<file path="config.mk">
export PLATFORM = sky130hd
export DESIGN_NAME = kmp_len_mem
export DESIGN_NICKNAME = d
export VERILOG_FILES = /design/src/rtl/core/kmp_pkg.sv /design/src/rtl/core/kmp_len_mem.sv
export SDC_FILE = /design/constraint.sdc
export NUM_CORES = 1
export LEC_CHECK = 0
export ABC_CLOCK_PERIOD_IN_PS = 1500
export BUFFER_PORTS_ARGS = -buffer_cell sky130_fd_sc_hd__clkbuf_2
export CORE_ASPECT_RATIO = 0.7
export CORE_MARGIN = 8
export CORE_UTILIZATION = 55
export DETAILED_ROUTE_END_ITERATION = 10
export HOLD_SLACK_MARGIN = 0.12
export PLACE_DENSITY = 0.73
export SLEW_MARGIN = 15
export SYNTH_ARGS = -nofsm -noshare
export SYNTH_HDL_FRONTEND = slang
export SYNTH_SLANG_ARGS = --single-unit
</file>
<file path="constraint.sdc">
create_clock -name clk -period 1.5 [get_ports clk]
set_input_delay 0.075 -clock clk [delete_from_list [all_inputs] [get_ports clk]]
set_output_delay 0.075 -clock clk [all_outputs]
set_load 0.02 [all_outputs]
</file>
<file path="src/rtl/core/kmp_pkg.sv">
// Shared types, codes and defaults of the keystroke macro player.
`timescale 1ns / 1ps

package kmp_pkg;

    // Default sizing of the macro store
    localparam int NUM_MACROS_DEF      = 16;
    localparam int STEPS_PER_MACRO_DEF = 32;

    // Step pointer width: holds any step position plus the wrap of the wait exit
    localparam int PTR_W = 6;

    // Item kinds on the input channel
    typedef enum logic [1:0] {
        KIND_PROCESS = 2'd0,
        KIND_WRITE   = 2'd1,
        KIND_COUNT   = 2'd2,
        KIND_TRIGGER = 2'd3
    } kind_t;

    // Stored step types; codes 5 to 7 are skipped during playback
    typedef enum logic [2:0] {
        STEP_END     = 3'd0,
        STEP_PRESS   = 3'd1,
        STEP_RELEASE = 3'd2,
        STEP_TAP     = 3'd3,
        STEP_DELAY   = 3'd4
    } step_kind_t;

    // Player mode
    typedef enum logic [1:0] {
        MODE_IDLE = 2'd0,
        MODE_RUN  = 2'd1,
        MODE_WAIT = 2'd2
    } mode_t;

    // Input transaction
    typedef struct packed {
        logic [1:0]  kind;
        logic [3:0]  macro_sel;
        logic [4:0]  step_index;
        logic [2:0]  step_type;
        logic [15:0] step_key;
        logic [15:0] step_delay;
        logic [5:0]  step_total;
        logic [31:0] now_ms;
    } in_item_t;

    // Output transaction
    typedef struct packed {
        logic [15:0] key_code;
        logic        pressed;
        logic        last;
        logic        busy_res;
    } out_item_t;

    // One stored step entry (35 bits)
    typedef struct packed {
        logic [2:0]  step_type;
        logic [15:0] step_key;
        logic [15:0] step_delay;
    } step_t;

    // One buffered key event
    typedef struct packed {
        logic [15:0] key;
        logic        pressed;
    } evt_t;

    // Event write from the sequencer into the event buffer
    typedef struct packed {
        logic en;
        evt_t evt;
    } evt_wr_t;

    // End of a walk: hand the buffered events to the output side
    typedef struct packed {
        logic valid;
        logic busy;
    } commit_t;

endpackage

</file>
<file path="src/rtl/core/kmp_len_mem.sv">
// Step count per macro: small memory with per-entry valid bits, reads zero until written.
`timescale 1ns / 1ps

module kmp_len_mem #(
    parameter int NUM_MACROS = kmp_pkg::NUM_MACROS_DEF,
    parameter int MID_W      = 4
) (
    input  logic                          clk,
    input  logic                          rst_n,
    input  logic                          we,
    input  logic [MID_W-1:0]              waddr,
    input  logic [kmp_pkg::PTR_W-1:0]     wdata,
    input  logic [MID_W-1:0]              raddr,
    output logic [kmp_pkg::PTR_W-1:0]     rdata
);
    import kmp_pkg::*;

    logic [PTR_W-1:0]      len_mem [NUM_MACROS];
    logic [NUM_MACROS-1:0] valid_reg;
    logic [PTR_W-1:0]      rdata_reg;

    // Valid bits: cleared by reset, set on first write
    always_ff @(posedge clk or negedge rst_n)
    begin
        if (!rst_n)
        begin
            valid_reg <= '0;
        end
        else if (we)
        begin
            valid_reg[waddr] <= 1'b1;
        end
    end

    // Storage and registered read; an unwritten entry reads as zero
    always_ff @(posedge clk)
    begin
        if (we)
        begin
            len_mem[waddr] <= wdata;
        end
        rdata_reg <= valid_reg[raddr] ? len_mem[raddr] : '0;
    end

    assign rdata = rdata_reg;

endmodule

</file>
Word-level counts from Yosys, hierarchy flattened:

Memories as Yosys holds them, arrays and structs flattened. A register that Yosys moved wholly into a read port is not among the register bits.
Cells that the tools add are included.

* bits in registers: 16
* bits in writable memories: 96
* bits of input ports: 17
* output and inout bits: 6
* logic and storage cells: 14
* memories: 1

Memory list
* len_mem: depth 16, width 6, rd ports 1, clocked after memory_dff 1, wr ports 1, line kmp_len_mem.sv:18 `logic [PTR_W-1:0] len_mem [NUM_MACROS];`

* $lt $le $gt $ge: 3
* mux-type cells: 6
* bitwise logic cells: 1
* reductions and logical operators: 2

Operators by type and width (number)
* 16-bit bitwise OR: 1
* 4-bit by 5-bit less-than comparator with 1-bit output (second input constant): 2
* 1-bit binary-select mux with 4-bit select: 1
* 1-bit demux with 4-bit select: 1
* 4-bit by 1-bit >= comparator with 1-bit output (second input constant): 1
* 1-bit two-way mux: 4
* 1-bit logical AND: 1
* 1-bit logical NOT: 1

Longest topological paths before layout:

Gate-level depths: netlist of run 1.

* word-level depth: 5
* mapped depth: 5

Worst setup path before layout of run 1:

OpenSTA, ideal clock, no wires.

* kind: input port to flip-flop
* start: in waddr[2]
* end: mem len_mem[0][0] (enable)
* library setup time: 0.378 ns
* arrival time: 1.080 ns
* slack: 0.042 ns
* cell stages on the path: 2
* cells stage by stage: or3b_2 > nor3_1

RTL lines
* start, declared: line kmp_len_mem.sv:11 `input logic [MID_W-1:0] waddr,`
* end, declared: line kmp_len_mem.sv:18

No word-level cell before the write port.

Worst setup path in the final report of run 1:

* start: reg valid_reg[0]
* end: reg rdata_reg[4] (netlist: rdata[4]), read port of len_mem

* word-level cells in the longest chain between the ends: 3

RTL lines
* start, declared: line kmp_len_mem.sv:19 `logic [NUM_MACROS-1:0] valid_reg;`
* start signal, assigned: line kmp_len_mem.sv:27 `valid_reg <= '0;`
* start signal, assigned by index: line kmp_len_mem.sv:31 `valid_reg[waddr] <= 1'b1;`
* 1-bit binary-select mux with 4-bit select: line kmp_len_mem.sv:42 `rdata_reg <= valid_reg[raddr] ? len_mem[raddr] : '0;`
* 1-bit two-way mux (implied by the code): line kmp_len_mem.sv:42
* 1-bit logical NOT (no line)
* end, declared: line kmp_len_mem.sv:20 `logic [PTR_W-1:0] rdata_reg;`

No other way between the ends. The select of a mux whose other input is x is not followed.
A chain may end at the register's enable or synchronous reset.

==> flow_summary.yaml, run 1 <==
cts:
  clockRootBuffer: "clkbuf_16"
  h-tree-depth: 4
  insertion_delay_ps: 400
  cts_sinks: 118
  path_clk_slew_ps: 50
  cts-buffers-inserted: 17
  clockBufferDepth: 2
  cts_tree: "yes"
die:
  ios: 23
  fp-row-count: 27
  dieArea_um2: 11360
  die_h_um: 91.60
  die_w_um: 124
  core_area_um2: 7905
  floorplan.initialDensity: 0.5681
global_routing:
  grt_overflow: 0
  grt_max_degree: 21
  grt.total_usage: 0.1693
  antenna_found_initial: 0
  grt_pass1_wl_um: 13770
  grt_pass1_vias: 2392
synth:
  synth-edff-count: 96
  netlist_area_um2: 4491
  synth_seq_cells: 118
  ys_types: 24
  async_flop_share: 0.1356
  yosysWarnings: 0
  syn_inst: 218
  synth_top_flop_cell: "edfxtp_1"
  synth.yosys.seq_area_share: 0.7579
  synth_top_area_frac: 0.6420
  yosysTopAreaCell: "edfxtp_1"
  synth_area_per_cell_um2: 20.60
  yosysMostFrequentCell: "edfxtp_1"
  synthTopCellsByArea: "edfxtp_1 64%, mux4_2 11%, dfrtp_1 8.9%"
  synth_fp_nets: 235
  ys_top_cells_by_count: "96 x edfxtp_1, 22 x mux4_2, 16 x dfrtp_1, 16 x or2_2, 13 x nor2_1"
min_path:
  hold_end: "len_mem[12][5]$_DFFE_PP_"
  min_from: "wdata[5]"
  hp-class: "primary input to register"
  hold_path_depth: 1
timing:
  fmax_ghz: 0.6615
  finalCriticalPeriod_ps: 1512
  rsz0062_at_grt: "true"
  slew_headroom: 0.5635
  drv_slew: 0
  fin_setup_tns_ps: -26.59
  hold_viol_final: 0
  finClkSkew_ps: 9.567
  fin_crit_sh: 1.008
  setup_viol: 4
  worst_pin_slew_ps: 653.4
  fin_ws_ps: -11.66
worst_setup_path:
  reg2reg_depth: 4
  worstSetupPathType: "register to register"
  worstPathMaxFanout: 6
  cpPeakStageDelay_ps: 500
  arrival_ps: 1780
  critPathSlowestCell: "mux4_2"
  ff2ff_setup_slack_ps: -10
  end_kind: "register"
  startpoint_type: "register"
  critPathRequiredTime_ps: 1770
  r2r-end: "rdata[4]$_SDFF_PN0_"
  reg2reg_from: "valid_reg[0]$_DFFE_PN0P_"
  crit_chain: "mux4_2 -> a22o_1 -> nor2_4 -> a21oi_1"
pwr:
  irDropWorstVdd_v: 0.0007835
  power.density_nw_per_um2: 1513
  power_mw: 8.392
  p_leak_nw: 1.945
layout:
  nets: 298
  stdcell_area_um2: 5548
  syn2layout_area_growth_pct: 23.54
  diodes: 0
  largest_register_ffs: 96
  drive_gt1_frac: 0.3946
placed_design:
  portBuffers: 22
  place_area_um2: 4887
  place.gp.congestion: 0.7651
  hpwl_um: 5666
  dp_slack_ps: -109.2
run:
  cap_viol_max_count: 0
route:
  wire_per_inst_um: 22.44
  dr.pass1.iters: 4
  vias_per_cell: 5.744
  drt_iter0_drc: 267
  drc: 0
  vias: 2269
  antenna_left: 0
  wirelength_um: 8865
run_status:
  status: "finished with violations"
  violations: "setup timing"
-- worst max-delay path: cells and delay by family (launching register included) --
family,cells,cell delay [ps]
mux,1,500
flops,1,390
simple gates,1,170
compound gates,2,330
-- cell type report --
class	count	area, um^2
clock inverter	9	123.9
tap	101	126.4
multi-input combinational	92	1035
clock buffer	23	489.2
timing repair buffer	52	370.4
sequential	118	3403
fill	484	2357
-- logic make-up (layout without fill, tap and decap cells) --
family | after synthesis | count (layout) | synth area share
muxes | 28 | 28 | 0.1454
buffers and inverters | 8 | 84 | 0.01170
AOI/OAI and AO/OA | 20 | 20 | 0.03065
DFF | 118 | 118 | 0.7579
and+or+nand+nor | 44 | 44 | 0.05433
-- timing repair --
item / CTS / global route
pin swaps: 2 / 1
hold buffers: 4 / 0
setup buffers: 0 / 1
endpoints found under the hold margin: 58 / 0
setup endpoints to repair: 6 / 6
resized for setup: 0 / 0
-- where the power goes --
group / internal, mW / leakage (nW) / total [mW] / switching, mW
registers: 3.71 / 1.08 / 3.76 / 0.0567
logic: 0.260 / 0.569 / 0.533 / 0.273
clock network: 2.78 / 0.296 / 4.10 / 1.31
-- placed cells by master (no fill, tap or decap) --
cell type and instances:
a21oi_1 6, a22o_1 2, a22oi_1 12, and2_1 1, buf_12 2, buf_4 24, bufinv_16 3, clkbuf_1 3
clkbuf_16 18, clkbuf_2 22, clkbuf_8 2, clkinv_1 1, clkinv_2 3, clkinvlp_4 2, dfrtp_1 16, dfxtp_1 6
dlygate4sd3_1 4, edfxtp_1 96, mux4_1 6, mux4_2 22, nand2_1 1, nand2b_1 2, nand3_1 1, nand3b_1 2
nor2_1 13, nor2_4 1, nor2b_1 2, nor3_1 4, or2_2 16, or3b_2 1
-- per-layer routing --
layer / part of all wire / wire [um] / GRT usage
met1: 0.46 / 4103 / 0.2467
met2: 0.44 / 3899 / 0.2358
met3: 0.088 / 778 / 0.05318
met4: 0.0094 / 83 / 0.05627
met5: 0 / 0 / 0
-- stage by stage --
| step | util | hold slack, ps | instances |
|---|---|---|---|
| finish | 0.7018 | 120.6 | 395 |
| global route | 0.7018 | 148.9 | 395 |
| CTS | 0.7009 | 124.9 | 394 |
| detailed placement | 0.6182 | 18.75 | 358 |
| global placement | 0.6182 | 18.40 | 358 |
| floorplan | - | -220.6 | 218 |
-- worst max-delay path by stage --
stage | from | end | slack (ps) | cells past startpoint
2_1_floorplan | waddr[2] | len_mem[0][0]$_DFFE_PP_ | 40 | 2
3_3_place_gp | raddr[0] | rdata[0]$_SDFF_PN0_ | -100 | 5
3_5_place_dp | raddr[0] | rdata[0]$_SDFF_PN0_ | -110 | 5
4_1_cts | valid_reg[5]$_DFFE_PN0P_ | rdata[4]$_SDFF_PN0_ | -40 | 4
5_1_grt | valid_reg[0]$_DFFE_PN0P_ | rdata[1]$_SDFF_PN0_ | -80 | 4
6_report | valid_reg[0]$_DFFE_PN0P_ | rdata[4]$_SDFF_PN0_ | -10 | 4
(Power assumes the default switching activity.)
==> inputs of run 2 (changes only) <==
- CORE_UTILIZATION: 55 -> 35
- PLACE_DENSITY: 0.73 -> default
==> flow_summary.yaml, run 2 (synthesis gave the netlist of run 1 again) <==
run_status:
  status: "finished with violations"
  violations: "setup timing"
placed_design:
  place.gp.congestion: 0.7591
  hpwl_um: 6633
  portBuffers: 22
  place_area_um2: 4984
die:
  core_area_um2: 12460
  floorplan.initialDensity: 0.3603
  die_h_um: 110.8
  die_w_um: 151.4
  ios: 23
  fp-row-count: 34
  dieArea_um2: 16770
min_path:
  hold_path_depth: 1
  hp-class: "primary input to register"
  min_from: "wdata[3]"
  hold_end: "len_mem[4][3]$_DFFE_PP_"
route:
  highest_layer: "met4"
  vias: 2306
  dr.pass1.iters: 4
  wl_met2_um: 3990
  wirelength_um: 9530
  drc: 0
  met1_length_um: 4561
  wire_per_inst_um: 20.90
  drt_iter0_drc: 186
  vias_per_cell: 5.057
  wl_met3_um: 890
  antenna_left: 0
pwr:
  power.density_nw_per_um2: 1440
  irDropWorstVdd_v: 0.0008803
  p_leak_nw: 1.910
timing:
  finalCriticalPeriod_ps: 1516
  fin_setup_tns_ps: -17.67
  slew_headroom: 0.5477
  rsz0062_at_grt: "true"
  fin_ws_ps: -15.63
  worst_pin_slew_ps: 677.1
  fin_crit_sh: 1.010
  setup_viol: 2
  hold_viol_final: 0
  finClkSkew_ps: 9.689
  fmax_ghz: 0.6598
  drv_slew: 0
cts:
  cts_tree: "yes"
  cts-buffers-inserted: 17
  h-tree-depth: 4
  path_clk_slew_ps: 50
  cts_sinks: 118
  clockRootBuffer: "clkbuf_16"
  insertion_delay_ps: 400
  clockBufferDepth: 2
global_routing:
  grt_pass1_wl_um: 14850
  grt_max_degree: 17
  grt_overflow: 0
  antenna_found_initial: 0
  grt.total_usage: 0.1224
  grt_pass1_vias: 2454
worst_setup_path:
  arrival_ps: 1790
  startpoint_type: "register"
  worstPathMaxFanout: 6
  worstSetupPathType: "register to register"
  critPathRequiredTime_ps: 1780
  ff2ff_setup_slack_ps: -20
  r2r-end: "rdata[4]$_SDFF_PN0_"
  reg2reg_from: "valid_reg[0]$_DFFE_PN0P_"
  end_kind: "register"
  reg2reg_depth: 4
layout:
  nFillCells: 1067
  syn2layout_area_growth_pct: 24.10
  mostFrequentLayoutCell: "edfxtp_1"
  stdcell_area_um2: 5573
  diodes: 0
  drive_gt1_frac: 0.3912
  largest_register_ffs: 96
  mostFrequentLayoutCells: "96 x edfxtp_1, 23 x mux4_2, 23 x buf_4, 22 x clkbuf_2, 17 x clkbuf_16"
  nets: 298
run:
  cap_viol_max_count: 0
==> run 2: cell count changes in the layout (fill, tap and decap cells not counted), sizes merged <==
cell	change
clkinv	+2
bufinv	-1
clkinvlp	+1
clkbuf	-2
==> run 2: worst max-delay path by stage <==
stage,from,end,slack [ps]
6_report,valid_reg[0]$_DFFE_PN0P_,rdata[4]$_SDFF_PN0_,-20
5_1_grt,valid_reg[0]$_DFFE_PN0P_,rdata[2]$_SDFF_PN0_,-50
4_1_cts,valid_reg[0]$_DFFE_PN0P_,rdata[4]$_SDFF_PN0_,0.9
3_5_place_dp,raddr[0],rdata[4]$_SDFF_PN0_,-40
3_3_place_gp,raddr[0],rdata[3]$_SDFF_PN0_,-8
2_1_floorplan,waddr[2],len_mem[0][0]$_DFFE_PP_,40
==> run 2: what timing repair did <==
item / 4_1_cts / 5_1_grt
resized for setup: 0 / 2
hold endpoints to repair: 64 / 0
setup buffers: 0 / 0
hold buffers: 4 / 0
endpoints found under the setup margin: 0 / 6
==> run 2: critical path, cell delays in order (launching register included) <==
cell     delay, ps
dfrtp_1        390
mux4_2         470
a22o_1         250
nor2_4         210
a21oi_1         80
==> run 2: final cells by class <==
| class | count | area (um^2) | area share |
|---|---|---|---|
| Sequential cell | 118 | 3403 | 0.6107 |
| Multi-Input combinational cell | 92 | 1035 | 0.1857 |
| Clock buffer | 21 | 440.4 | 0.07903 |
| Timing Repair Buffer | 52 | 382.9 | 0.06870 |
| Tap cell | 162 | 202.7 | 0.03637 |
| Clock inverter | 11 | 108.9 | 0.01953 |
==> run 2: stage by stage <==
step                      setup slack [ps]  hold slack, ps    util  total power [mW]  cells
final                               -15.63           148.0  0.4471             8.027    456
after global routing                -49.02           143.5  0.4471             8.318    456
after CTS                           0.8956           134.6  0.4471             8.106    456
after detailed placement            -37.50           23.17  0.3998             4.366    420
after global placement              -8.117           10.87  0.3998             4.346    420
after floorplan                      42.06          -220.6       -             4.129    218
==> run 2: power by group <==
group          switching (mW)  leakage (nW)  internal (mW)  total, mW
Clock                    1.31         0.259           2.41       3.72
Combinational           0.277         0.570          0.263      0.541
Sequential             0.0640          1.08           3.71       3.77
Total                    1.65          1.91           6.38       8.03
==> run 2: per-layer routing <==
metal	up-vias	global-route usage
li1	1021	-
met1	1177	0.1817
met2	99	0.1610
met3	9	0.04282
met4	0	0.03945
met5	-	0
