File: config.mk
export PLATFORM = sky130hd
export DESIGN_NAME = kmp_evt_buf
export DESIGN_NICKNAME = d
export VERILOG_FILES = /design/src/rtl/core/kmp_pkg.sv /design/src/rtl/core/kmp_evt_buf.sv
export SDC_FILE = /design/constraint.sdc
export NUM_CORES = 1
export LEC_CHECK = 0
export ABC_AREA = 1
export BUFFER_PORTS_ARGS = -buffer_cell sky130_fd_sc_hd__buf_4
export CAP_MARGIN = 15
export CORE_MARGIN = 3
export CORE_UTILIZATION = 30
export DETAILED_ROUTE_END_ITERATION = 8
export PLACE_DENSITY = 0.56
export SYNTH_ARGS = -nofsm -noshare
export SYNTH_HDL_FRONTEND = slang
export SYNTH_SLANG_ARGS = --single-unit
File: constraint.sdc
create_clock -name clk -period 3.1 [get_ports clk]
set_clock_uncertainty 0.05 [all_clocks]
set_input_delay 0.155 -clock clk [delete_from_list [all_inputs] [get_ports clk]]
set_output_delay 0.155 -clock clk [all_outputs]
set_load 0.1 [all_outputs]
File: src/rtl/core/kmp_pkg.sv
// Shared types, codes and defaults of the keystroke macro player.
`timescale 1ns / 1ps

package kmp_pkg;

    // Default sizing of the macro store
    localparam int NUM_MACROS_DEF      = 16;
    localparam int STEPS_PER_MACRO_DEF = 32;

    // Step pointer width: holds any step position plus the wrap of the wait exit
    localparam int PTR_W = 6;

    // Item kinds on the input channel
    typedef enum logic [1:0] {
        KIND_PROCESS = 2'd0,
        KIND_WRITE   = 2'd1,
        KIND_COUNT   = 2'd2,
        KIND_TRIGGER = 2'd3
    } kind_t;

    // Stored step types; codes 5 to 7 are skipped during playback
    typedef enum logic [2:0] {
        STEP_END     = 3'd0,
        STEP_PRESS   = 3'd1,
        STEP_RELEASE = 3'd2,
        STEP_TAP     = 3'd3,
        STEP_DELAY   = 3'd4
    } step_kind_t;

    // Player mode
    typedef enum logic [1:0] {
        MODE_IDLE = 2'd0,
        MODE_RUN  = 2'd1,
        MODE_WAIT = 2'd2
    } mode_t;

    // Input transaction
    typedef struct packed {
        logic [1:0]  kind;
        logic [3:0]  macro_sel;
        logic [4:0]  step_index;
        logic [2:0]  step_type;
        logic [15:0] step_key;
        logic [15:0] step_delay;
        logic [5:0]  step_total;
        logic [31:0] now_ms;
    } in_item_t;

    // Output transaction
    typedef struct packed {
        logic [15:0] key_code;
        logic        pressed;
        logic        last;
        logic        busy_res;
    } out_item_t;

    // One stored step entry (35 bits)
    typedef struct packed {
        logic [2:0]  step_type;
        logic [15:0] step_key;
        logic [15:0] step_delay;
    } step_t;

    // One buffered key event
    typedef struct packed {
        logic [15:0] key;
        logic        pressed;
    } evt_t;

    // Event write from the sequencer into the event buffer
    typedef struct packed {
        logic en;
        evt_t evt;
    } evt_wr_t;

    // End of a walk: hand the buffered events to the output side
    typedef struct packed {
        logic valid;
        logic busy;
    } commit_t;

endpackage

File: src/rtl/core/kmp_evt_buf.sv
// Event buffer: collects the key events of one walk, then drains them through the output register.
`timescale 1ns / 1ps

module kmp_evt_buf #(
    parameter int STEPS_PER_MACRO = kmp_pkg::STEPS_PER_MACRO_DEF
) (
    input  logic                 clk,
    input  logic                 rst_n,
    input  kmp_pkg::evt_wr_t     evt_wr,
    input  kmp_pkg::commit_t     commit,
    output logic                 drain_busy,
    output logic                 result_valid,
    input  logic                 result_ready,
    output kmp_pkg::out_item_t   result
);
    import kmp_pkg::*;

    // One owed release plus one event per step
    localparam int DEPTH = STEPS_PER_MACRO + 1;
    localparam int IDX_W = $clog2(DEPTH);
    localparam int CNT_W = $clog2(DEPTH + 1);

    evt_t       evt_mem [DEPTH];
    logic [CNT_W-1:0] wr_cnt_reg;
    logic [CNT_W-1:0] cnt_reg;
    logic [CNT_W-1:0] rd_ptr_reg;
    logic       busy_reg;
    logic       q_valid_reg;
    logic       q_last_reg;
    evt_t       q_data_reg;
    logic       out_valid_reg;
    out_item_t  out_reg;

    logic take;
    logic load;
    logic issue;

    // Drain handshake: read stage feeds the output register
    assign take  = out_valid_reg & result_ready;
    assign load  = q_valid_reg & (~out_valid_reg | take);
    assign issue = (rd_ptr_reg != cnt_reg) & (~q_valid_reg | load);

    assign drain_busy   = (rd_ptr_reg != cnt_reg) | q_valid_reg;
    assign result_valid = out_valid_reg;
    assign result       = out_reg;

    // Event memory with registered read
    always_ff @(posedge clk)
    begin
        if (evt_wr.en)
        begin
            evt_mem[wr_cnt_reg[IDX_W-1:0]] <= evt_wr.evt;
        end
        if (issue)
        begin
            q_data_reg <= evt_mem[rd_ptr_reg[IDX_W-1:0]];
            q_last_reg <= ((rd_ptr_reg + CNT_W'(1)) == cnt_reg);
        end
        if (load)
        begin
            out_reg.key_code <= q_data_reg.key;
            out_reg.pressed  <= q_data_reg.pressed;
            out_reg.last     <= q_last_reg;
            out_reg.busy_res <= busy_reg;
        end
    end

    // Fill and drain pointers, valid flags
    always_ff @(posedge clk or negedge rst_n)
    begin
        if (!rst_n)
        begin
            wr_cnt_reg    <= '0;
            cnt_reg       <= '0;
            rd_ptr_reg    <= '0;
            busy_reg      <= 1'b0;
            q_valid_reg   <= 1'b0;
            out_valid_reg <= 1'b0;
        end
        else
        begin
            if (commit.valid)
            begin
                cnt_reg    <= wr_cnt_reg;
                wr_cnt_reg <= '0;
                rd_ptr_reg <= '0;
                busy_reg   <= commit.busy;
            end
            else
            begin
                if (evt_wr.en)
                begin
                    wr_cnt_reg <= wr_cnt_reg + CNT_W'(1);
                end
                if (issue)
                begin
                    rd_ptr_reg <= rd_ptr_reg + CNT_W'(1);
                end
            end
            q_valid_reg   <= issue | (q_valid_reg & ~load);
            out_valid_reg <= load | (out_valid_reg & ~take);
        end
    end

endmodule

# == Yosys cells after proc, flatten, opt, wreduce, memory -nomap -nowiden ==
# Memory sizes are Yosys's and may differ from the RTL's. A register that Yosys moved wholly into a read port is not among the register bits.
# Cells that the tools add are included.
# classes
add_sub_neg,2
eq_ne,2
mux,6
bitwise,14
n_reduce_logical,2
# op_table
op,count
2-to-1 mux 6 bit,4
"adder 6 x 1 -> 6 bit, second input constant",2
== test 6 bit,1
!= test 6 bit,1
bitwise AND 1 bit,5
bitwise OR 1 bit,5
inverter 1 bit,4
nonzero test 2 bit,2
2-to-1 mux 1 bit,2
# word_totals
regBits,41
ramBits,561
in_bits,23
output_inout_bits,21
word_cells,38
mem_count,1
# memory_table
name,depth,word_bits,rd,rd_clocked_by_memory_dff,write_ports,line_no,text
evt_mem,33,17,1,1,1,kmp_evt_buf.sv:23,evt_t evt_mem [DEPTH];

# == Longest topological paths before layout ==
# Gate-level depths: netlist of run 1.
# logic_depth
word_depth,7
depth_mapped,12
depth_no_buf,9

# == Worst setup path after synthesis of run 1 ==
# Ideal clock, no wire load.
# synth_path
kind,register to register
from,register wr_cnt_reg[2]
to,memory evt_mem[7][0] (netlist bit) (enable)
setup_ns,0.435
t_arrival_ns,2.562
t_required_ns,2.615
path_slack_ns,0.054
stages_incl_launch_ff,5
n_path_buf,0
period_less_slack_ns,3.046
path_cell_list,dfrtp_1 inv_1 nor3_1 inv_1 nor4_1
# synth_rtl
element,line_no,text
start: declaration,kmp_evt_buf.sv:24,logic [CNT_W-1:0] wr_cnt_reg;
start signal: assignment,kmp_evt_buf.sv:93,wr_cnt_reg <= wr_cnt_reg + CNT_W'(1);
end: declaration,kmp_evt_buf.sv:23,
# No word-level cell before the write port.

# == Worst setup path in the final report of run 1 ==
# layout_path
from,register rd_ptr_reg[0]
to,output drain_busy
# layout_between
elab_chain_len,2
# layout_lines
element,line_no,text
start: declaration,kmp_evt_buf.sv:26,logic [CNT_W-1:0] rd_ptr_reg;
start signal: assignment,kmp_evt_buf.sv:97,rd_ptr_reg <= rd_ptr_reg + CNT_W'(1);
!= test 6 bit,kmp_evt_buf.sv:43,assign drain_busy = (rd_ptr_reg != cnt_reg) | q_valid_reg;
bitwise OR 1 bit,kmp_evt_buf.sv:43,
end: declaration,kmp_evt_buf.sv:11,"output logic drain_busy,"
# No other way between the ends.

==> results of run 1 <==
-- critical path, delay by kind of cell, from the launching register on --
family                    cells  cell delay [ns]
and+or+nand+nor               2             0.53
buffers and inverters         2             0.57
DFF                           1             0.61
xor gates and xnor gates      1             0.19
-- synth_stat cells, types with 3 or more instances --
library cell,instances,area [sq um]
nand2_1,741,2780
edfxtp_1,598,18000
nand3_1,483,2420
buf_4,41,308
nor2_1,41,154
buf_2,33,165
clkbuf_1,24,90.1
dfrtp_1,21,526
buf_6,16,180
inv_1,15,56.3
xor2_1,11,96.3
buf_1,8,30.0
o21ai_0,8,40.0
a21oi_1,4,20.0
nor3_1,4,20.0
inv_2,3,11.3
nand4_1,3,18.8
-- metal layers --
| layer | wire length (microns) | vias to the layer above | share of wire, % |
|---|---|---|---|
| met5 | 13 | - | 0.019 |
| met1 | 29400 | 8008 | 43 |
| li1 | - | 7423 | - |
| met2 | 32100 | 627 | 47 |
| met4 | 1380 | 2 | 2.0 |
| met3 | 5290 | 99 | 7.8 |
-- kinds of logic after synthesis --
logic type | Yosys count
and+or+nand+nor | 1279
buffers and inverters | 144
AOI/OAI and AO/OA | 15
xor gates and xnor gates | 13
adders and majority gates | 2
DFF | 619
-- area by class of cell --
cell class / count / area (sq um)
clock buffer: 80 / 1600
clock inverter: 25 / 228
fill: 7999 / 53700
inverter: 22 / 92.6
multi-input combinational: 1309 / 5730
sequential: 619 / 18500
tap: 1070 / 1340
timing repair buffer: 136 / 1220
-- final timing paths --
kind,end,slack (ns),start,depth (start not counted)
max in group asynchronous,rd_ptr_reg[0],2.33,rst_n,4
worst min-delay path,wr_cnt_reg[1],0.32,commit[1],3
worst min register to register,result[11],0.37,q_data_reg[9],0
min in group asynchronous,busy_reg,0.49,rst_n,4
worst max register to register,rd_ptr_reg[0],0.59,rd_ptr_reg[1],8
worst max-delay path,drain_busy,0.32,rd_ptr_reg[0],5
-- report_power, final --
| part | internal (mW) | switching, mW | total, mW |
|---|---|---|---|
| combinational | 1.66 | 4.68 | 6.33 |
| sequential | 9.64 | 0.291 | 9.93 |
| clock | 3.91 | 3.03 | 6.94 |
| total | 15.2 | 8.00 | 23.2 |
-- cell usage in the layout, fill, tap and decap left out, types with 3 or more instances in the layout --
cell type	count
a21oi_1	3
buf_12	11
buf_4	100
bufinv_16	4
clkbuf_1	17
clkbuf_16	59
clkbuf_8	4
clkinv_1	10
clkinv_2	9
dfrtp_1	18
dlygate4sd3_1	25
edfxtp_1	598
inv_1	15
inv_2	3
nand2_1	741
nand3_1	483
nand4_1	3
nor2_1	21
nor2_2	20
nor3_1	4
o21ai_0	8
xor2_1	11
-- per-stage QoR --
step / util (%) / std cells / hold slack [ns] / area, sq um / worst slack [ns]
floorplan: - / 2072 / -0.191 / 25000 / 0.0537
global placement: 32.3 / 3130 / 0.0188 / 26600 / 0.617
detailed placement: 32.3 / 3130 / 0.0246 / 26600 / 0.583
CTS: 34.8 / 3261 / 0.291 / 28700 / 0.288
global route: 34.8 / 3261 / 0.327 / 28700 / 0.197
finish: 34.8 / 3261 / 0.317 / 28700 / 0.322
-- repair_timing --
action,in CTS,in global routing
endpoints found under the hold margin,597,0
endpoints found under the setup margin,0,0
hold buffers,26,0
gates resized for setup,0,0
==> run metrics, run 1 <==
number of global-route vias before repair=15947; Startpoint Class=flip-flop; distinct cell type count after synthesis=29; TNS Setup=0 ns; Mapped Area=25000 sq um; Max VDD drop=433 uV; Lkg Pwr=10.2 nW; initial antenna violation count=5; met3 Use GR=2.63%; TritonCTS Buffers=58; status=complete, no violations; DR pass1 iterations=5; final wirelength=68200 microns; largest family of logic cells by synthesized area=simple AND/OR/NAND/NOR gates; total congestion overflow=0; setup repair after global routing missed its margin=no; all-layer global routing usage=15.7%; Avg Cell Area, Syn=12.1 sq um; Die ar.=86900 sq um; Slowest-stage cell, CP=dfrtp_4; largest net degree at the start of global routing=102; remaining antenna violation count=0; relative slew slack=32.1%; first-pass GRT wire length=103000 microns; XOR/XNOR share of the synthesized area=0.455%; post-synthesis mux area share=0%; Final Wtd Congestion=0.837; worst-path fanout max=74; post-route clock period utilization=89.6%; max reg flops=561; IO buf count=43; Synth Instances=2072; Seq/Total Area, Yosys=73.9%; # clock sinks=619; Vias/cell=4.96; worst-path cell chain=buf_12 > xnor2_1 > nand4_1 > or2_2 > buf_4; Initial Util=30.4%; # DRC=0; CTS HTree Levels=2; Final setup violation count=0; insertion delay to the later sink of the worst-skew pair=0.62 ns; FFs w/ async S/R, synth=3.39%; core footprint=82400 sq um; adder-cell share of the synthesized area=0.100%; clock root buffer=clkbuf_16; Crit path required time=2.89 ns; slew at the pin closest to its max-slew limit=1.02 ns; critical path class=flip-flop to output pin; GR peak layer=met2; hold crit path type=input pin to flip-flop; fin nets=2171; chip width=295 microns; CTS clk-pin slew, worst paths=0.06 ns; Period minus WS final=2.78 ns; Post-synth EDFFs=598; largest buffer count on any clock path=3; setup bufs post-CTS=0; post-DP HPWL=39300 microns; Final Max Slew Viols=0; die height=295 microns; post-synthesis compound-gate area fraction=0.335%; dominant synthesized flop cell=edfxtp_1; total power=23.2 mW; PwrDens=809 nW/um^2; Yosys Warn Count=0; Synth Area in Simple Gates=21.8%; met2 usage=25.4%; diode count=0; vias=16159; worst endpoint data arrival time=2.57 ns; crit-path max cell delay=0.61 ns; final hold vios=0; io pins=44; Area Overhead vs Synth=14.8%; Synthesized Nets=2097; DR iter-0 viols=1660; routed len/inst=20.9 microns; TritonCTS clock tree=done; Peak Freq=0.360 GHz; grt met1 use=21.9%; site row count=105; Worst Setup End Kind=output pin; share of layout cells above drive strength 1=10.3%; Max Cap Viol=0; post-synthesis register bit count=619
(Power assumes the default switching activity.)
==> inputs of run 2 (changes only) <==
==> constraint.sdc (replaced) <==
create_clock -name clk -period 3.1 [get_ports clk]
set_clock_uncertainty 0.05 [all_clocks]
set_input_delay 0.93 -clock clk [delete_from_list [all_inputs] [get_ports clk]]
set_output_delay 0.93 -clock clk [all_outputs]
set_load 0.1 [all_outputs]
==> run 2 against run 1 <==
Against the previous run:
- critical path type unchanged
- global-route usage down 0.88 points
- non-clock buffer count down 35
- sequential power down 2%
- core utilization down 0.36 points
- maximum frequency down 7.1%
- critical path depth unchanged
- clock power down 0.6%
- via count down 2.3%
- final cell count down 0.83%
- count of clock-buffer cells in the layout down 7
- die area unchanged
- highest routed layer unchanged
- worst setup slack worse by 0.21 ns
==> run metrics, run 2 (synthesis gave the netlist of run 1 again) <==
Lkg Pwr=10.1 nW; Sequential Power Share=42.6%; worst endpoint data arrival time=2.01 ns; fin nets=2139; core footprint=82400 sq um; largest buffer count on any clock path=3; die height=295 microns; relative slew slack=27.2%; DR pass1 iterations=5; chip width=295 microns; site row count=105; final wirelength=64300 microns; Reg-to-Reg Start=rd_ptr_reg[0]; critical path class=flip-flop to output pin; register area=18500 sq um; Vias/cell=4.88; fill count=7975; CTS HTree Levels=2; CTS clk-pin slew, worst paths=0.06 ns; slew at the pin closest to its max-slew limit=1.09 ns; DR iter-0 viols=1429; setup repair after global routing missed its margin=no; Initial Util=30.4%; share of layout cells above drive strength 1=10.2%; clock root buffer=clkbuf_16; routed len/inst=19.9 microns; worst reg-to-reg setup slack=0.43 ns; Psw=7.85 mW; worst-path fanout max=4; TritonCTS Buffers=61; io pins=44; switch share=34.2%; insertion delay to the later sink of the worst-skew pair=0.64 ns; Worst Setup End Kind=output pin; Peak Freq=0.334 GHz; largest net degree at the start of global routing=121; number of global-route vias before repair=15442; worst r2r path cells=10; Area Overhead vs Synth=13.6%; # clock sinks=619; first-pass GRT wire length=96900 microns; status=complete, no violations; total power=23.0 mW; PwrDens=809 nW/um^2; most frequent cells in the layout=nand2_1 (741), edfxtp_1 (598), nand3_1 (483); Final setup violation count=0; initial antenna violation count=2; Clock power frac=30.0%; remaining antenna violation count=0; fin cells=3234; post-DP HPWL=36200 microns; worst hold margin=0.136 ns; Max VDD drop=425 uV; Crit path required time=2.12 ns; P_int=15.1 mW; TritonCTS clock tree=done; Die ar.=86900 sq um; max reg flops=561; hold crit path type=input pin to asynchronous set/reset pin; cts hold-fix bufs=0; vias=15785; Final Max Slew Viols=0; all-layer global routing usage=14.8%; final hold vios=0; Util after Layout=34.5%; Final Wtd Congestion=0.803; Gate power share=27.4%; IO buf count=43; Max Cap Viol=0; # DRC=0; multi-input logic area=5740 sq um; commonest non-fill, non-tap cell in the layout=nand2_1; total congestion overflow=0; post-route clock period utilization=96.5%; TNS Setup=0 ns; Period minus WS final=2.99 ns; Inst Count DP=3120; Startpoint Class=flip-flop; diode count=0; reg2reg end=q_data_reg[6]
## run 2: area by class of cell
type	instances	share of cell area [%]
Sequential cell	619	65.1
Multi-Input combinational cell	1309	20.2
Clock buffer	73	5.53
Tap cell	1070	4.71
Timing Repair Buffer	101	3.12
Clock inverter	40	0.987
Inverter	22	0.326
## run 2: timing repair
item	CTS	global route
setup buffers	0	1
gates resized for setup	2	0
setup endpoints to repair	1	1
## run 2: power groups by stage
stage	clock (mW)	sequential, mW	combinational (mW)
global route	7.38	9.81	6.93
floorplan	0	10.7	3.89
CTS	7.06	9.79	6.37
finish	6.90	9.78	6.29
global placement	0	9.95	6.30
detailed placement	0	9.96	6.35
## run 2: how the worst max path moves through the flow
stage                     slack [ns]        endpoint          start
after global routing          0.0002      drain_busy  rd_ptr_reg[1]
final                           0.11      drain_busy  rd_ptr_reg[1]
after CTS                       0.02      drain_busy  rd_ptr_reg[1]
after floorplan                -0.14   evt_mem[7][0]     evt_wr[17]
after global placement          0.58      drain_busy  rd_ptr_reg[1]
after detailed placement        0.60  q_data_reg[11]  rd_ptr_reg[1]
## run 2: metal layers
| metal | up-vias | wire (microns) | part of all wire, % | global-route usage, % |
|---|---|---|---|---|
| met1 | 7787 | 27400 | 43 | 20.2 |
| met2 | 506 | 30300 | 47 | 23.8 |
| met3 | 122 | 4140 | 6.4 | 2.21 |
| met4 | 2 | 2250 | 3.5 | 5.53 |
| met5 | - | 126 | 0.20 | 1.05 |
| li1 | 7368 | - | - | - |
## run 2: through the flow
| stage | cell area (sq um) | worst slack, ns |
|---|---|---|
| 2_1_floorplan | 25000 | -0.137 |
| 3_3_place_gp | 26500 | 0.577 |
| 3_5_place_dp | 26500 | 0.600 |
| 4_1_cts | 28400 | 0.0172 |
| 5_1_grt | 28400 | 0.000176 |
| 6_report | 28400 | 0.110 |
## run 2: critical path, stage by stage (launching register included)
cell	delay [ns]
dfrtp_4	0.51
xor2_1	0.18
nor2_1	0.08
nand4_1	0.11
or2_2	0.31
buf_6	0.19
==> inputs of run 3 (changes only) <==
==> constraint.sdc (replaced) <==
create_clock -name clk -period 3.1 [get_ports clk]
set_clock_uncertainty 0.05 [all_clocks]
set_input_delay 0.465 -clock clk [delete_from_list [all_inputs] [get_ports clk]]
set_output_delay 0.465 -clock clk [all_outputs]
set_load 0.1 [all_outputs]
==> run 3 against run 2 <==
Against the previous run:
- core utilization barely moved
- non-clock buffer count grew 5
- combinational power down 2%
- first-iteration DRC count is 9.8% higher
- maximum frequency grew 4.0%
- sequential power increased by 1%
- global-route usage increased by 0.63 points
- hold slack got worse by 0.062 ns
- power is 0.40% higher
- final cell count is essentially flat
- count of clock-buffer cells in the layout decreased by 2
==> run metrics, run 3 (synthesis gave the netlist of run 1 again) <==
fin nets=2144; cts hold-fix bufs=2; Lkg Pwr=10.1 nW; final hold vios=0; TNS Setup=0 ns; die height=295 microns; largest buffer count on any clock path=3; Crit path required time=2.58 ns; worst-path cell chain=xor2_1 > nor2_1 > nand4_1 > or2_2 > buf_4; core footprint=82400 sq um; chip width=295 microns; Worst Setup End Kind=output pin; first-pass GRT wire length=100000 microns; routed len/inst=20.7 microns; hold crit path type=input pin to flip-flop; Area Overhead vs Synth=13.7%; TritonCTS clock tree=done; Inst Count DP=3124; setup repair after global routing missed its margin=no; CTS HTree Levels=2; site row count=105; placed cell area=26600 sq um; Startpoint Class=flip-flop; commonest non-fill, non-tap cell in the layout=nand2_1; most frequent cells in the layout=nand2_1 (741), edfxtp_1 (598), nand3_1 (483); worst-path fanout max=11; CTS clk-pin slew, worst paths=0.06 ns; number of global-route vias before repair=15560; Initial Util=30.4%; TritonCTS Buffers=61; Max VDD drop=715 uV; crit path buf inv count=1; Period minus WS final=2.88 ns; CP top delay family=flip-flops; io pins=44; DR pass1 iterations=6; largest net degree at the start of global routing=137; Slowest-stage cell, CP=dfrtp_1; fin cells=3235; PwrDens=811 nW/um^2; Peak Freq=0.348 GHz; Vias/cell=4.93; Final Wtd Congestion=0.805; slew at the pin closest to its max-slew limit=1.05 ns; relative slew slack=30.0%; crit-path max cell delay=0.71 ns; fill count=8000; post-route clock period utilization=92.8%; share of layout cells above drive strength 1=10.1%; IO buf count=43; Final Max Slew Viols=0; max reg flops=561; vias=15934; multi-input logic area=5730 sq um; initial antenna violation count=5; status=complete, no violations; clock root buffer=clkbuf_16; all-layer global routing usage=15.4%; Max Cap Viol=0; final wirelength=67000 microns; remaining antenna violation count=0; total congestion overflow=0; insertion delay to the later sink of the worst-skew pair=0.61 ns; PostCTS Resize Cnt=0; Design Area, Final=28400 sq um; worst endpoint data arrival time=2.36 ns; Die ar.=86900 sq um; # DRC=0; Final setup violation count=0; register area=18500 sq um; critical path class=flip-flop to output pin; # clock sinks=619; setup bufs post-CTS=0; DR iter-0 viols=1569; post-DP HPWL=37700 microns
## run 3: cell type report
| class | count | area share [%] |
|---|---|---|
| Antenna cell | 4 | 0.0352 |
| Clock buffer | 71 | 5.50 |
| Inverter | 22 | 0.326 |
| Timing Repair Buffer | 106 | 3.26 |
| Clock inverter | 34 | 0.994 |
| Tap cell | 1070 | 4.71 |
| Sequential cell | 619 | 65.0 |
| Multi-Input combinational cell | 1309 | 20.1 |
## run 3: per-layer routing
metal	vias up	share of wire (%)	global-route usage, %
li1	7367	-	-
met5	-	0	0
met4	0	2.6	4.28
met3	112	7.6	2.82
met1	7875	44	21.6
met2	580	46	24.5
## run 3: worst paths after layout
path / slack, ns / endpoint / from / depth (start not counted)
worst min-delay path: 0.07 / wr_cnt_reg[1] / commit[1] / 2
worst max-delay path: 0.22 / drain_busy / rd_ptr_reg[5] / 5
max in group asynchronous: 2.50 / rd_ptr_reg[0] / rst_n / 2
min in group asynchronous: 0.23 / busy_reg / rst_n / 2
worst min register to register: 0.37 / result[1] / q_last_reg / 0
worst max register to register: 0.62 / q_data_reg[13] / rd_ptr_reg[5] / 4
## run 3: where the power goes
part / internal, mW / leakage (nW) / switching [mW]
logic: 1.60 / 3.54 / 4.54
registers: 9.64 / 5.68 / 0.259
clock network: 3.98 / 0.909 / 3.04
total: 15.2 / 10.1 / 7.84
## run 3: metrics by stage
step | util (%) | hold WS [ns] | power [mW] | worst slack (ns)
2_1_floorplan | - | 0.119 | 14.6 | 0.0537
3_3_place_gp | 32.2 | 0.323 | 16.2 | 0.603
3_5_place_dp | 32.2 | 0.325 | 16.3 | 0.649
4_1_cts | 34.5 | 0.0407 | 23.2 | 0.184
5_1_grt | 34.5 | 0.0659 | 24.2 | 0.0826
6_report | 34.5 | 0.0740 | 23.1 | 0.224
## run 3: worst register-to-register path, cell delays in order (launching register included)
cell      delay, ns
dfrtp_1        0.71
buf_4          0.32
clkinv_1       0.58
nand3_1        0.36
nand2_1        0.17
